File: src/hw/rtl/assert_macros.svh
// Assertion macros for the top-level RTL file of the stick-to-servo mapper.
// Needs a clk and an active-low rst_n in the module that uses them.
`ifndef ASSERT_MACROS_SVH
`define ASSERT_MACROS_SVH

// Same-cycle implication, checked on every rising edge outside reset.
`define ASSERT_IMPLY(label, ante, cons, msg) \
    label: assert property (@(posedge clk) disable iff (!rst_n) (ante) |-> (cons)) \
        else $error(msg);

// Next-cycle implication.
`define ASSERT_NEXT(label, ante, cons, msg) \
    label: assert property (@(posedge clk) disable iff (!rst_n) (ante) |=> (cons)) \
        else $error(msg);

`endif

File: src/hw/rtl/scsm_pkg.sv
// Package for the stick-to-servo mapper: register map, reset values, flag type.
// No dependencies; imported by every module of the block.
package scsm_pkg;

    localparam int ADDR_BITS  = 5;
    localparam int PDATA_BITS = 32;

    localparam logic [ADDR_BITS-3:0] REG_ADC_CENTER    = 3'd0;
    localparam logic [ADDR_BITS-3:0] REG_ADC_LOWEST    = 3'd1;
    localparam logic [ADDR_BITS-3:0] REG_ADC_HIGHEST   = 3'd2;
    localparam logic [ADDR_BITS-3:0] REG_DEAD_BAND     = 3'd3;
    localparam logic [ADDR_BITS-3:0] REG_PULSE_CENTER  = 3'd4;
    localparam logic [ADDR_BITS-3:0] REG_PULSE_LOWEST  = 3'd5;
    localparam logic [ADDR_BITS-3:0] REG_PULSE_HIGHEST = 3'd6;
    localparam logic [ADDR_BITS-3:0] REG_REVERSE_DIR   = 3'd7;

    localparam logic [31:0] RST_ADC_CENTER    = 32'd2048;
    localparam logic [31:0] RST_ADC_LOWEST    = 32'd0;
    localparam logic [31:0] RST_ADC_HIGHEST   = 32'd4095;
    localparam logic [31:0] RST_DEAD_BAND     = 32'd0;
    localparam logic [31:0] RST_PULSE_CENTER  = 32'd1500;
    localparam logic [31:0] RST_PULSE_LOWEST  = 32'd1000;
    localparam logic [31:0] RST_PULSE_HIGHEST = 32'd2000;

    // Per-beat routing flags carried down the pipe.
    typedef struct packed {
        logic dz;     // inside dead band: centre, no clamp
        logic curve;  // span usable: apply quadratic term
        logic neg;    // pulse span negative: subtract quotient
    } scsm_flags_t;

endpackage

File: src/hw/rtl/scsm_front.sv
// First pipe stage: offset, direction, dead band and span selection.
// Depends on scsm_pkg.
module scsm_front #(
    parameter int SAMPLE_BITS = 12,
    parameter int PULSE_BITS  = 12
) (
    input  logic                      clk,
    input  logic                      rst_n,
    input  logic                      ld,
    input  logic                      vin,
    input  logic [SAMPLE_BITS-1:0]    sample,
    input  logic [SAMPLE_BITS-1:0]    adc_center,
    input  logic [SAMPLE_BITS-1:0]    adc_lowest,
    input  logic [SAMPLE_BITS-1:0]    adc_highest,
    input  logic [SAMPLE_BITS-1:0]    dead_band,
    input  logic [PULSE_BITS-1:0]     pulse_center,
    input  logic [PULSE_BITS-1:0]     pulse_lowest,
    input  logic [PULSE_BITS-1:0]     pulse_highest,
    input  logic                      reverse_dir,
    output logic                      vout,
    output logic [SAMPLE_BITS-1:0]    mag,
    output logic [SAMPLE_BITS-1:0]    span,
    output logic [PULSE_BITS-1:0]     pabs,
    output scsm_pkg::scsm_flags_t     flags
);
    import scsm_pkg::*;

    logic                   v_reg, v_next;
    logic [SAMPLE_BITS-1:0] mag_reg, mag_next;
    logic [SAMPLE_BITS-1:0] span_reg, span_next;
    logic [PULSE_BITS-1:0]  pabs_reg, pabs_next;
    scsm_flags_t            flags_reg, flags_next;

    logic [SAMPLE_BITS:0]   diff, diff_neg;
    logic                   pos;
    logic [PULSE_BITS:0]    pspan, pspan_neg;

    always_comb
    begin
        diff     = {1'b0, sample} - {1'b0, adc_center};
        diff_neg = ~diff + 1'b1;
        // reversal flips the side; a zero offset always goes the negative way
        pos      = reverse_dir ? diff[SAMPLE_BITS] : (!diff[SAMPLE_BITS] && (diff != '0));
        mag_next = diff[SAMPLE_BITS] ? diff_neg[SAMPLE_BITS-1:0] : diff[SAMPLE_BITS-1:0];

        if (pos)
        begin
            span_next        = adc_highest - adc_center;
            flags_next.curve = adc_highest > adc_center;
            pspan            = {1'b0, pulse_highest} - {1'b0, pulse_center};
        end
        else
        begin
            span_next        = adc_center - adc_lowest;
            flags_next.curve = adc_lowest < adc_center;
            pspan            = {1'b0, pulse_lowest} - {1'b0, pulse_center};
        end
        pspan_neg      = ~pspan + 1'b1;
        flags_next.neg = pspan[PULSE_BITS];
        pabs_next      = pspan[PULSE_BITS] ? pspan_neg[PULSE_BITS-1:0] : pspan[PULSE_BITS-1:0];
        flags_next.dz  = mag_next < dead_band;
        v_next         = ld ? vin : v_reg;
    end

    always_ff @(posedge clk or negedge rst_n)
    begin
        if (!rst_n)
        begin
            v_reg <= 1'b0;
        end
        else
        begin
            v_reg <= v_next;
        end
    end

    always_ff @(posedge clk)
    begin
        if (ld)
        begin
            mag_reg   <= mag_next;
            span_reg  <= span_next;
            pabs_reg  <= pabs_next;
            flags_reg <= flags_next;
        end
    end

    assign vout  = v_reg;
    assign mag   = mag_reg;
    assign span  = span_reg;
    assign pabs  = pabs_reg;
    assign flags = flags_reg;

endmodule

File: src/hw/rtl/scsm_mult.sv
// Two multiplier stages: squares of offset and span, then offset^2 * pulse span.
// Depends on scsm_pkg.
module scsm_mult #(
    parameter int SAMPLE_BITS = 12,
    parameter int PULSE_BITS  = 12
) (
    input  logic                                  clk,
    input  logic                                  rst_n,
    input  logic [1:0]                            ld,
    input  logic                                  vin,
    input  logic [SAMPLE_BITS-1:0]                mag,
    input  logic [SAMPLE_BITS-1:0]                span,
    input  logic [PULSE_BITS-1:0]                 pabs,
    input  scsm_pkg::scsm_flags_t                 flags_in,
    output logic [1:0]                            vout,
    output logic [2*SAMPLE_BITS+PULSE_BITS-1:0]   num,
    output logic [2*SAMPLE_BITS-1:0]              den,
    output scsm_pkg::scsm_flags_t                 flags_out
);
    import scsm_pkg::*;

    localparam int DW = 2 * SAMPLE_BITS;
    localparam int NW = DW + PULSE_BITS;

    logic [1:0]            v_reg, v_next;
    logic [DW-1:0]         osq_reg, osq_next;
    logic [DW-1:0]         dsq_reg, dsq_next;
    logic [PULSE_BITS-1:0] pabs_reg;
    scsm_flags_t           fa_reg, fb_reg;
    logic [NW-1:0]         num_reg, num_next;
    logic [DW-1:0]         den_reg;

    always_comb
    begin
        osq_next = DW'(mag) * DW'(mag);
        dsq_next = DW'(span) * DW'(span);
        num_next = NW'(osq_reg) * NW'(pabs_reg);
        v_next[0] = ld[0] ? vin      : v_reg[0];
        v_next[1] = ld[1] ? v_reg[0] : v_reg[1];
    end

    always_ff @(posedge clk or negedge rst_n)
    begin
        if (!rst_n)
        begin
            v_reg <= '0;
        end
        else
        begin
            v_reg <= v_next;
        end
    end

    always_ff @(posedge clk)
    begin
        if (ld[0])
        begin
            osq_reg  <= osq_next;
            dsq_reg  <= dsq_next;
            pabs_reg <= pabs;
            fa_reg   <= flags_in;
        end
        if (ld[1])
        begin
            num_reg <= num_next;
            den_reg <= dsq_reg;
            fb_reg  <= fa_reg;
        end
    end

    assign vout      = v_reg;
    assign num       = num_reg;
    assign den       = den_reg;
    assign flags_out = fb_reg;

endmodule

File: src/hw/rtl/scsm_div_stage.sv
// One restoring-division stage: decides one quotient bit, or the overflow
// flag in the topmost stage. Depends on scsm_pkg.
module scsm_div_stage #(
    parameter int SAMPLE_BITS = 12,
    parameter int PULSE_BITS  = 12,
    parameter int BIT         = 0
) (
    input  logic                                  clk,
    input  logic                                  rst_n,
    input  logic                                  ld,
    input  logic                                  vin,
    input  logic [2*SAMPLE_BITS+PULSE_BITS-1:0]   rem_in,
    input  logic [2*SAMPLE_BITS-1:0]              den_in,
    input  logic [PULSE_BITS:0]                   q_in,
    input  logic                                  sat_in,
    input  scsm_pkg::scsm_flags_t                 flags_in,
    output logic                                  vout,
    output logic [2*SAMPLE_BITS+PULSE_BITS-1:0]   rem_out,
    output logic [2*SAMPLE_BITS-1:0]              den_out,
    output logic [PULSE_BITS:0]                   q_out,
    output logic                                  sat_out,
    output scsm_pkg::scsm_flags_t                 flags_out
);
    import scsm_pkg::*;

    localparam int DW = 2 * SAMPLE_BITS;
    localparam int NW = DW + PULSE_BITS;
    localparam int QW = PULSE_BITS + 1;

    logic              v_reg, v_next;
    logic [NW-1:0]     rem_reg, rem_next;
    logic [DW-1:0]     den_reg;
    logic [QW-1:0]     q_reg, q_next;
    logic              sat_reg, sat_next;
    scsm_flags_t       flags_reg;
    logic [NW:0]       den_sh;
    logic              ge;

    always_comb
    begin
        den_sh = {{QW{1'b0}}, den_in} << BIT;
        ge     = {1'b0, rem_in} >= den_sh;
        v_next = ld ? vin : v_reg;
    end

    generate
        if (BIT > PULSE_BITS)
        begin : g_ovf
            // quotient would not fit: result saturates, clamp decides
            always_comb
            begin
                rem_next = rem_in;
                q_next   = q_in;
                sat_next = sat_in | ge;
            end
        end
        else
        begin : g_bit
            always_comb
            begin
                rem_next = ge ? rem_in - den_sh[NW-1:0] : rem_in;
                q_next   = q_in;
                q_next[BIT] = ge;
                sat_next = sat_in;
            end
        end
    endgenerate

    always_ff @(posedge clk or negedge rst_n)
    begin
        if (!rst_n)
        begin
            v_reg <= 1'b0;
        end
        else
        begin
            v_reg <= v_next;
        end
    end

    always_ff @(posedge clk)
    begin
        if (ld)
        begin
            rem_reg   <= rem_next;
            den_reg   <= den_in;
            q_reg     <= q_next;
            sat_reg   <= sat_next;
            flags_reg <= flags_in;
        end
    end

    assign vout      = v_reg;
    assign rem_out   = rem_reg;
    assign den_out   = den_reg;
    assign q_out     = q_reg;
    assign sat_out   = sat_reg;
    assign flags_out = flags_reg;

endmodule

File: src/hw/rtl/scsm_out.sv
// Output stage: signs the quotient, adds the centre pulse, clamps, holds the beat.
// Depends on scsm_pkg.
module scsm_out #(
    parameter int PULSE_BITS = 12
) (
    input  logic                   clk,
    input  logic                   rst_n,
    input  logic                   ld,
    input  logic                   vin,
    input  logic [PULSE_BITS:0]    q,
    input  logic                   sat,
    input  scsm_pkg::scsm_flags_t  flags,
    input  logic [PULSE_BITS-1:0]  pulse_center,
    input  logic [PULSE_BITS-1:0]  pulse_lowest,
    input  logic [PULSE_BITS-1:0]  pulse_highest,
    output logic                   vout,
    output logic [PULSE_BITS-1:0]  pulse_width
);
    import scsm_pkg::*;

    localparam int QW = PULSE_BITS + 1;
    localparam int VW = PULSE_BITS + 3;

    logic                  v_reg, v_next;
    logic [PULSE_BITS-1:0] pw_reg, pw_next;
    logic [QW-1:0]         qmag;
    logic [VW-1:0]         qs, val;

    always_comb
    begin
        qmag = sat ? '1 : q;
        qs   = flags.neg ? VW'(0) - {2'b00, qmag} : {2'b00, qmag};
        val  = {3'b000, pulse_center} + (flags.curve ? qs : VW'(0));
        if (flags.dz)
        begin
            pw_next = pulse_center;
        end
        else if ($signed(val) > $signed({3'b000, pulse_highest}))
        begin
            pw_next = pulse_highest;
        end
        else if ($signed(val) < $signed({3'b000, pulse_lowest}))
        begin
            pw_next = pulse_lowest;
        end
        else
        begin
            pw_next = val[PULSE_BITS-1:0];
        end
        v_next = ld ? vin : v_reg;
    end

    always_ff @(posedge clk or negedge rst_n)
    begin
        if (!rst_n)
        begin
            v_reg <= 1'b0;
        end
        else
        begin
            v_reg <= v_next;
        end
    end

    always_ff @(posedge clk)
    begin
        if (ld)
        begin
            pw_reg <= pw_next;
        end
    end

    assign vout        = v_reg;
    assign pulse_width = pw_reg;

endmodule

File: src/hw/rtl/stick_to_servo_curve_mapper_top.sv
// Stick-to-servo curve mapper: dead band plus quadratic expo, fully pipelined.
// Depends on scsm_pkg, scsm_front, scsm_mult, scsm_div_stage, scsm_out.
//
// Input channel: in_valid / in_ready with one ADC reading, sample.
// Output channel: out_valid / out_ready with one pulse width in us,
//   pulse_width. Exactly one output beat per input beat, in order.
// Configuration: APB-style port, register i at byte address 4*i; pready is
//   tied high, writes land on the access cycle. Reconfigure only while idle.
// Pipe: front stage (offset, dead band, spans), two multiplier stages,
//   PULSE_BITS+2 restoring-division stages (one overflow check, then one
//   quotient bit each), and a clamp stage that is the output register.
// Each beat passes the front, multiplier, division and clamp stages in turn.
// Throughput: one beat per cycle while out_ready keeps the pipe moving; the
//   division chain sets the depth.
// Each stage loads when empty or when the stage after it moves, so bubbles
//   close up and in_ready stays high while any stage is free. With out_ready
//   low the pipe fills and then holds every beat; nothing dropped or repeated.
// Reset (rst_n low, asynchronous) clears all stage valids and loads the
//   registers with their defaults; payload registers are not reset.
module stick_to_servo_curve_mapper_top #(
    parameter int SAMPLE_BITS = 12,
    parameter int PULSE_BITS  = 12
) (
    input  logic                                clk,
    input  logic                                rst_n,
    // configuration
    input  logic                                psel,
    input  logic                                penable,
    input  logic                                pwrite,
    input  logic [scsm_pkg::ADDR_BITS-1:0]      paddr,
    input  logic [scsm_pkg::PDATA_BITS-1:0]     pwdata,
    output logic [scsm_pkg::PDATA_BITS-1:0]     prdata,
    output logic                                pready,
    // input beat
    input  logic                                in_valid,
    output logic                                in_ready,
    input  logic [SAMPLE_BITS-1:0]              sample,
    // output beat
    output logic                                out_valid,
    input  logic                                out_ready,
    output logic [PULSE_BITS-1:0]               pulse_width
);
    import scsm_pkg::*;

    `include "assert_macros.svh"

    localparam int DW = 2 * SAMPLE_BITS;
    localparam int NW = DW + PULSE_BITS;
    localparam int QW = PULSE_BITS + 1;
    localparam int ND = PULSE_BITS + 2;   // division stages
    localparam int NS = ND + 4;           // all stages
    localparam int OS = NS - 1;           // output stage index

    localparam logic [SAMPLE_BITS-1:0] INIT_ADC_CENTER    = RST_ADC_CENTER[SAMPLE_BITS-1:0];
    localparam logic [SAMPLE_BITS-1:0] INIT_ADC_LOWEST    = RST_ADC_LOWEST[SAMPLE_BITS-1:0];
    localparam logic [SAMPLE_BITS-1:0] INIT_ADC_HIGHEST   = RST_ADC_HIGHEST[SAMPLE_BITS-1:0];
    localparam logic [SAMPLE_BITS-1:0] INIT_DEAD_BAND     = RST_DEAD_BAND[SAMPLE_BITS-1:0];
    localparam logic [PULSE_BITS-1:0]  INIT_PULSE_CENTER  = RST_PULSE_CENTER[PULSE_BITS-1:0];
    localparam logic [PULSE_BITS-1:0]  INIT_PULSE_LOWEST  = RST_PULSE_LOWEST[PULSE_BITS-1:0];
    localparam logic [PULSE_BITS-1:0]  INIT_PULSE_HIGHEST = RST_PULSE_HIGHEST[PULSE_BITS-1:0];

    // ---------------- configuration registers ----------------
    logic [SAMPLE_BITS-1:0] adc_center_reg, adc_center_next;
    logic [SAMPLE_BITS-1:0] adc_lowest_reg, adc_lowest_next;
    logic [SAMPLE_BITS-1:0] adc_highest_reg, adc_highest_next;
    logic [SAMPLE_BITS-1:0] dead_band_reg, dead_band_next;
    logic [PULSE_BITS-1:0]  pulse_center_reg, pulse_center_next;
    logic [PULSE_BITS-1:0]  pulse_lowest_reg, pulse_lowest_next;
    logic [PULSE_BITS-1:0]  pulse_highest_reg, pulse_highest_next;
    logic                   reverse_dir_reg, reverse_dir_next;

    logic                   wr_en;
    logic [ADDR_BITS-3:0]   reg_idx;

    assign pready  = 1'b1;
    assign wr_en   = psel && penable && pwrite && pready;
    assign reg_idx = paddr[ADDR_BITS-1:2];   // byte lanes ignored

    always_comb
    begin
        adc_center_next    = adc_center_reg;
        adc_lowest_next    = adc_lowest_reg;
        adc_highest_next   = adc_highest_reg;
        dead_band_next     = dead_band_reg;
        pulse_center_next  = pulse_center_reg;
        pulse_lowest_next  = pulse_lowest_reg;
        pulse_highest_next = pulse_highest_reg;
        reverse_dir_next   = reverse_dir_reg;
        if (wr_en)
        begin
            case (reg_idx)
                REG_ADC_CENTER:    adc_center_next    = pwdata[SAMPLE_BITS-1:0];
                REG_ADC_LOWEST:    adc_lowest_next    = pwdata[SAMPLE_BITS-1:0];
                REG_ADC_HIGHEST:   adc_highest_next   = pwdata[SAMPLE_BITS-1:0];
                REG_DEAD_BAND:     dead_band_next     = pwdata[SAMPLE_BITS-1:0];
                REG_PULSE_CENTER:  pulse_center_next  = pwdata[PULSE_BITS-1:0];
                REG_PULSE_LOWEST:  pulse_lowest_next  = pwdata[PULSE_BITS-1:0];
                REG_PULSE_HIGHEST: pulse_highest_next = pwdata[PULSE_BITS-1:0];
                REG_REVERSE_DIR:   reverse_dir_next   = pwdata[0];
                default:           ;
            endcase
        end
    end

    always_ff @(posedge clk or negedge rst_n)
    begin
        if (!rst_n)
        begin
            adc_center_reg    <= INIT_ADC_CENTER;
            adc_lowest_reg    <= INIT_ADC_LOWEST;
            adc_highest_reg   <= INIT_ADC_HIGHEST;
            dead_band_reg     <= INIT_DEAD_BAND;
            pulse_center_reg  <= INIT_PULSE_CENTER;
            pulse_lowest_reg  <= INIT_PULSE_LOWEST;
            pulse_highest_reg <= INIT_PULSE_HIGHEST;
            reverse_dir_reg   <= 1'b0;
        end
        else
        begin
            adc_center_reg    <= adc_center_next;
            adc_lowest_reg    <= adc_lowest_next;
            adc_highest_reg   <= adc_highest_next;
            dead_band_reg     <= dead_band_next;
            pulse_center_reg  <= pulse_center_next;
            pulse_lowest_reg  <= pulse_lowest_next;
            pulse_highest_reg <= pulse_highest_next;
            reverse_dir_reg   <= reverse_dir_next;
        end
    end

    // read mux, zero-extended
    always_comb
    begin
        case (reg_idx)
            REG_ADC_CENTER:    prdata = PDATA_BITS'(adc_center_reg);
            REG_ADC_LOWEST:    prdata = PDATA_BITS'(adc_lowest_reg);
            REG_ADC_HIGHEST:   prdata = PDATA_BITS'(adc_highest_reg);
            REG_DEAD_BAND:     prdata = PDATA_BITS'(dead_band_reg);
            REG_PULSE_CENTER:  prdata = PDATA_BITS'(pulse_center_reg);
            REG_PULSE_LOWEST:  prdata = PDATA_BITS'(pulse_lowest_reg);
            REG_PULSE_HIGHEST: prdata = PDATA_BITS'(pulse_highest_reg);
            REG_REVERSE_DIR:   prdata = PDATA_BITS'(reverse_dir_reg);
            default:           prdata = '0;
        endcase
    end

    // ---------------- stage control ----------------
    // v: stage holds a beat; en: stage loads this cycle.
    logic [NS-1:0] v;
    logic [NS-1:0] en;

    assign en[OS] = !v[OS] || out_ready;
    generate
        for (genvar s = 0; s < OS; s++)
        begin : g_en
            assign en[s] = !v[s] || en[s+1];
        end
    endgenerate

    assign in_ready  = en[0];
    assign out_valid = v[OS];

    // ---------------- front ----------------
    logic [SAMPLE_BITS-1:0] f_mag, f_span;
    logic [PULSE_BITS-1:0]  f_pabs;
    scsm_flags_t            f_flags;

    scsm_front #(
        .SAMPLE_BITS (SAMPLE_BITS),
        .PULSE_BITS  (PULSE_BITS)
    ) u_front (
        .clk           (clk),
        .rst_n         (rst_n),
        .ld            (en[0]),
        .vin           (in_valid),
        .sample        (sample),
        .adc_center    (adc_center_reg),
        .adc_lowest    (adc_lowest_reg),
        .adc_highest   (adc_highest_reg),
        .dead_band     (dead_band_reg),
        .pulse_center  (pulse_center_reg),
        .pulse_lowest  (pulse_lowest_reg),
        .pulse_highest (pulse_highest_reg),
        .reverse_dir   (reverse_dir_reg),
        .vout          (v[0]),
        .mag           (f_mag),
        .span          (f_span),
        .pabs          (f_pabs),
        .flags         (f_flags)
    );

    // ---------------- multipliers ----------------
    logic [NW-1:0]  d_rem   [0:ND];
    logic [DW-1:0]  d_den   [0:ND];
    logic [QW-1:0]  d_q     [0:ND];
    logic           d_sat   [0:ND];
    scsm_flags_t    d_flags [0:ND];

    scsm_mult #(
        .SAMPLE_BITS (SAMPLE_BITS),
        .PULSE_BITS  (PULSE_BITS)
    ) u_mult (
        .clk       (clk),
        .rst_n     (rst_n),
        .ld        (en[2:1]),
        .vin       (v[0]),
        .mag       (f_mag),
        .span      (f_span),
        .pabs      (f_pabs),
        .flags_in  (f_flags),
        .vout      (v[2:1]),
        .num       (d_rem[0]),
        .den       (d_den[0]),
        .flags_out (d_flags[0])
    );

    assign d_q[0]   = '0;
    assign d_sat[0] = 1'b0;

    // ---------------- division chain, MSB first ----------------
    generate
        for (genvar k = 0; k < ND; k++)
        begin : g_div
            scsm_div_stage #(
                .SAMPLE_BITS (SAMPLE_BITS),
                .PULSE_BITS  (PULSE_BITS),
                .BIT         (PULSE_BITS + 1 - k)
            ) u_div (
                .clk       (clk),
                .rst_n     (rst_n),
                .ld        (en[3+k]),
                .vin       (v[2+k]),
                .rem_in    (d_rem[k]),
                .den_in    (d_den[k]),
                .q_in      (d_q[k]),
                .sat_in    (d_sat[k]),
                .flags_in  (d_flags[k]),
                .vout      (v[3+k]),
                .rem_out   (d_rem[k+1]),
                .den_out   (d_den[k+1]),
                .q_out     (d_q[k+1]),
                .sat_out   (d_sat[k+1]),
                .flags_out (d_flags[k+1])
            );
        end
    endgenerate

    // ---------------- clamp and output register ----------------
    scsm_out #(
        .PULSE_BITS (PULSE_BITS)
    ) u_out (
        .clk           (clk),
        .rst_n         (rst_n),
        .ld            (en[OS]),
        .vin           (v[OS-1]),
        .q             (d_q[ND]),
        .sat           (d_sat[ND]),
        .flags         (d_flags[ND]),
        .pulse_center  (pulse_center_reg),
        .pulse_lowest  (pulse_lowest_reg),
        .pulse_highest (pulse_highest_reg),
        .vout          (v[OS]),
        .pulse_width   (pulse_width)
    );

    // ---------------- checks ----------------
    logic in_beat;
    logic out_beat;
    int   occ;

    assign in_beat  = in_valid && in_ready;
    assign out_beat = out_valid && out_ready;
    assign occ      = $countones(v);

    // full pipe with a stalled receiver must refuse input
    `ASSERT_IMPLY(a_full_blocks, (&v) && !out_ready, !in_ready, "full pipe still ready")
    // a beat in with none out grows occupancy by exactly one
    `ASSERT_NEXT(a_occupancy, in_beat && !out_beat, occ == $past(occ) + 1, "beat lost or repeated")
    // a stalled full pipe keeps every beat
    `ASSERT_NEXT(a_hold_full, (&v) && !out_ready, &v, "beat dropped while stalled")

endmodule
File: config.mk
export PLATFORM = sky130hd
export DESIGN_NAME = stick_to_servo_curve_mapper_top
export DESIGN_NICKNAME = d
export VERILOG_FILES = /design/src/hw/rtl/scsm_pkg.sv /design/src/hw/rtl/scsm_front.sv /design/src/hw/rtl/scsm_mult.sv /design/src/hw/rtl/scsm_div_stage.sv /design/src/hw/rtl/scsm_out.sv /design/src/hw/rtl/stick_to_servo_curve_mapper_top.sv
export VERILOG_INCLUDE_DIRS = /design/src /design/src/hw/rtl
export SDC_FILE = /design/constraint.sdc
export NUM_CORES = 2
export LEC_CHECK = 0
export BUFFER_PORTS_ARGS = -buffer_cell sky130_fd_sc_hd__buf_2
export CAP_MARGIN = 5
export CORE_MARGIN = 2
export CORE_UTILIZATION = 55
export CTS_CLUSTER_SIZE = 16
export DETAILED_ROUTE_END_ITERATION = 8
export PLACE_DENSITY = 0.81
export RECOVER_POWER = 50
export SLEW_MARGIN = 5
export SYNTH_ARGS = -nofsm -noshare
export SYNTH_HDL_FRONTEND = slang
export SYNTH_SLANG_ARGS = --single-unit
File: constraint.sdc
create_clock -name clk -period 12.8 [get_ports clk]
set_clock_uncertainty 0.15 [all_clocks]
set_input_delay 1.92 -clock clk [delete_from_list [all_inputs] [get_ports clk]]
set_output_delay 1.92 -clock clk [all_outputs]
set_load 0.02 [all_outputs]
==> flow_summary.html <==
<table>
<tr><th>Metric</th><th>Value</th></tr>
<tr><th colspan="2">GRT</th></tr>
<tr><td>Tot GR Track Use</td><td>between 20% and 30%</td></tr>
<tr><td>Global-route congestion overflow total</td><td>0</td></tr>
<tr><td>Vias in the first global route</td><td>~55k</td></tr>
<tr><td>Maximum number of pins on one net before global-route repair</td><td>75</td></tr>
<tr><td>Antenna violations before repair</td><td>3</td></tr>
<tr><td>Wire length of the first global-routing pass</td><td>roughly 290,000 um</td></tr>
<tr><th colspan="2">Synthesis</th></tr>
<tr><td>Synthesized-area fraction occupied by adder cells</td><td>19.6%</td></tr>
<tr><td>Number of flip-flops and latches in the synthesized netlist</td><td>1,191</td></tr>
<tr><td>Post-Synth Simple-Gate Area</td><td>roughly 12%</td></tr>
<tr><td>Main combinational cell family by area after synthesis</td><td>adder cells</td></tr>
<tr><td>Area share of the largest cell type after synthesis</td><td>between 40% and 50%</td></tr>
<tr><td>Compound-gate portion of the synthesized area</td><td>11.6%</td></tr>
<tr><td>Post-synth EDFFs</td><td>~1.1k</td></tr>
<tr><td>Number of library cell types mapped by synthesis</td><td>87</td></tr>
<tr><td>Top cells by area in the synthesized netlist</td><td>edfxtp_1 (42%), ha_1 (10%), fa_1 (9.5%), inv_1 (4.3%), nand2_1 (3.2%)</td></tr>
<tr><td>Yosys warns</td><td>0</td></tr>
<tr><td>Synth Instances</td><td>between 7k and 8k</td></tr>
<tr><td>Area share of xor/xnor cells in the synthesized design</td><td>under 10%</td></tr>
<tr><td>Share of cell area taken by muxes after synthesis</td><td>between 2 and 2.5%</td></tr>
<tr><td>Top FF cell, synth</td><td>edfxtp_1</td></tr>
<tr><td>Fraction of the yosys area taken by sequential cells</td><td>between 40 and 50%</td></tr>
<tr><td>Post-synthesis cell area</td><td>a little under 80,000 um^2</td></tr>
<tr><td>Fraction of synthesis flops using an asynchronous set or reset pin</td><td>8.65%</td></tr>
<tr><td>Library cell occupying the most area in the post-synthesis netlist</td><td>edfxtp_1</td></tr>
<tr><td>Avg Cell Area, Syn</td><td>~11 um^2</td></tr>
<tr><th colspan="2">Clock network</th></tr>
<tr><td>Number of clock sinks seen by CTS</td><td>about 1.2k</td></tr>
<tr><td>Register clock-pin slew on the reported worst setup and hold paths</td><td>roughly 0.07 ns</td></tr>
<tr><td>Maximum number of buffers from clock root to sink</td><td>3</td></tr>
<tr><td>CTS Hold Buffers Added</td><td>0</td></tr>
<tr><td>Worst-skew pair later-pin latency</td><td>0.75 ns</td></tr>
<tr><td>Number of buffers created by CTS</td><td>about 120</td></tr>
<tr><td>CTS tree</td><td>yes</td></tr>
<tr><td>Clock H-tree levels</td><td>3</td></tr>
<tr><td>Post-CTS setup buffer count</td><td>0</td></tr>
<tr><td>CTS Root Cell</td><td>clkbuf_16</td></tr>
<tr><td>Quantity of gates resized following cts</td><td>0</td></tr>
<tr><th colspan="2">Final layout</th></tr>
<tr><td>Fraction of final layout cells with drive strength greater than 1</td><td>around 5.7%</td></tr>
<tr><td>Total of fill cells in the finished design</td><td>11.0k</td></tr>
<tr><td>Most common cell after layout, fill and taps aside</td><td>edfxtp_1</td></tr>
<tr><td>Area delta synth-&gt;final</td><td>7.44%</td></tr>
<tr><td>Area of the multi-input gates</td><td>around 39,000 um^2</td></tr>
<tr><td>Register Area</td><td>between 30,000 and 40,000 um^2</td></tr>
<tr><td>Net total in the final layout</td><td>around 8.3k</td></tr>
<tr><td>Top library cells by usage in the layout, fill and taps aside</td><td>edfxtp_1 (1,088), inv_1 (906), nand2_1 (672)</td></tr>
<tr><td>ANT cells</td><td>0</td></tr>
<tr><td>Max reg flops</td><td>468</td></tr>
<tr><th colspan="2">STA</th></tr>
<tr><td>Max-slew violations</td><td>just under 800</td></tr>
<tr><td>Sum Neg Setup Slack</td><td>0 ns</td></tr>
<tr><td>Pin slew with the least headroom to its limit</td><td>~4.1 ns</td></tr>
<tr><td>Final hold vios</td><td>0</td></tr>
<tr><td>Post-route clock period utilization</td><td>roughly 62%</td></tr>
<tr><td>Unrepaired setup endpoints after global routing</td><td>no</td></tr>
<tr><td>Highest clock rate</td><td>~130 MHz</td></tr>
<tr><td>Time the final worst path needs with I/O delays and setup</td><td>about 8 ns</td></tr>
<tr><td>Final count of negative-setup-slack endpoints</td><td>0</td></tr>
<tr><td>Worst relative slew slack</td><td>-173%</td></tr>
<tr><th colspan="2">Critical path</th></tr>
<tr><td>Required time at the worst-slack endpoint</td><td>13.14 ns</td></tr>
<tr><td>Critical Path End Type</td><td>flop</td></tr>
<tr><td>Critical path's most frequent cell</td><td>o21ai_0</td></tr>
<tr><td>Cell type group with the largest total delay on the critical path</td><td>compound AO/OA/AOI/OAI gates</td></tr>
<tr><td>Crit path buf inv count</td><td>4</td></tr>
<tr><td>Largest fanout of any net on the critical path</td><td>26</td></tr>
<tr><td>Critical path's largest stage delay</td><td>roughly 0.65 ns</td></tr>
<tr><td>Data arrival, critical path</td><td>8.29 ns</td></tr>
<tr><td>Classification of the worst setup path</td><td>in -&gt; reg</td></tr>
<tr><td>Type of origin of the critical path</td><td>input pin</td></tr>
<tr><td>Worst-path cell with the longest stage delay</td><td>a21oi_1</td></tr>
<tr><th colspan="2">Hold path</th></tr>
<tr><td>Worst hold path class</td><td>reg -&gt; reg</td></tr>
<tr><th colspan="2">Route</th></tr>
<tr><td>Via/cell ratio</td><td>about 5.9</td></tr>
<tr><td>Count of vias placed by the detailed router</td><td>54.2k</td></tr>
<tr><td>Residual DRC</td><td>0</td></tr>
<tr><td>Routed wirelength normalized by instance count</td><td>slightly below 20 um</td></tr>
<tr><td>Number of nets with antenna violations after detailed routing</td><td>0</td></tr>
<tr><td>Sum of routed wire length over all layers</td><td>between 150,000 and 200,000 um</td></tr>
<tr><td>Drt pass-1 iters</td><td>7</td></tr>
<tr><td>Initial drt markers</td><td>~4.8k</td></tr>
<tr><th colspan="2">Placement</th></tr>
<tr><td>Port bufs</td><td>about 60</td></tr>
<tr><td>Final weighted congestion of routability-driven global placement</td><td>0.936</td></tr>
<tr><td>Half-perimeter wire length after detailed placement</td><td>between 100,000 and 150,000 um</td></tr>
<tr><th colspan="2">Die</th></tr>
<tr><td>Floorplan die area</td><td>between 100,000 and 150,000 um^2</td></tr>
<tr><td>Standard cell core area</td><td>around 140,000 um^2</td></tr>
<tr><td>Initial core utilization</td><td>55.5%</td></tr>
<tr><td>Width of the die</td><td>roughly 380 um</td></tr>
<tr><td>Die span in y</td><td>382 um</td></tr>
<tr><td>Std-Cell Rows</td><td>138</td></tr>
<tr><td>I/O pin count</td><td>~100</td></tr>
<tr><th colspan="2">Flow run</th></tr>
<tr><td>Max-capacitance violation count</td><td>13</td></tr>
<tr><th colspan="2">Outcome</th></tr>
<tr><td>Outcome</td><td>finished with violations</td></tr>
<tr><td>Violations in the final reports</td><td>capacitance limit, slew limit</td></tr>
</table>
[final cells by class]
class	instances	area share, %
Multi-Input combinational cell	4958	46.5
Timing Repair Buffer	96	0.583
Tap cell	1890	2.80
Clock buffer	145	3.65
Sequential cell	1191	41.7
Clock inverter	67	0.719
Inverter	912	4.05
[through the flow]
step / hold WS [ns] / std cells / instance area [um^2] / utilization, % / worst slack, ns
4_1_cts: 0.250 / 9259 / 84600 / 59.7 / 4.92
3_3_place_gp: 0.253 / 9047 / 81000 / 57.1 / 4.24
2_1_floorplan: 0.250 / 7264 / 78800 / - / 3.45
5_1_grt: 0.260 / 9259 / 84500 / 59.6 / 4.40
6_report: 0.253 / 9259 / 84500 / 59.6 / 4.85
3_5_place_dp: 0.255 / 9047 / 81000 / 57.1 / 4.17
[worst paths after layout]
| path | slack [ns] | cells after the start | start | end |
|---|---|---|---|---|
| max reg2reg | 5.50 | 18 | u_mult.pabs_reg[11]$_DFFE_PP_ | u_mult.num[33]$_DFFE_PP_ |
| min in group asynchronous | 1.73 | 1 | rst_n | pulse_lowest_reg[10]$_DFFE_PN0P_ |
| min | 0.25 | 0 | g_div[5].u_div.q_out[11]$_DFFE_PP_ | g_div[6].u_div.q_out[11]$_DFFE_PP_ |
| max in group asynchronous | 6.62 | 2 | rst_n | adc_lowest_reg[1]$_DFFE_PN0P_ |
| max | 4.85 | 27 | sample[0] | u_front.pabs[4]$_DFFE_PP_ |
| min reg2reg | 0.25 | 0 | g_div[5].u_div.q_out[11]$_DFFE_PP_ | g_div[6].u_div.q_out[11]$_DFFE_PP_ |
[kinds of logic (layout without fill, tap and decap cells)]
| kind of cell | after synthesis | count (layout) |
|---|---|---|
| XOR/XNOR | 427 | 427 |
| AO/OA/AOI/OAI | 1454 | 1454 |
| multiplexers | 156 | 156 |
| flip-flops | 1191 | 1191 |
| buffers and inverters | 1115 | 1220 |
| adder cells (fa/ha/maj) | 1010 | 1010 |
| other | 2 | 26 |
| AND/OR/NAND/NOR | 1885 | 1885 |
[Yosys cell counts (all sizes together) (71+ instances only)]
master / n
nor2: 351
and2: 215
edfxtp: 1088
a21o: 189
xor2: 157
nor3: 125
clkbuf: 160
o21ai: 365
mux2: 97
a21oi: 439
inv: 911
nand2b: 97
ha: 635
xnor2: 270
dfrtp: 71
nand3: 89
nand2: 677
fa: 375
[layer usage]
layer	up-vias	track usage, %	part of all wire [%]
met2	1957	42.6	50
met5	-	0	0.0073
met1	26400	30.8	39
met3	456	3.54	6.6
met4	2	8.73	3.8
li1	25400	-	-
Power is not shown: default switching activity piles up to over one toggle a cycle in this logic, so the estimate is an artifact.
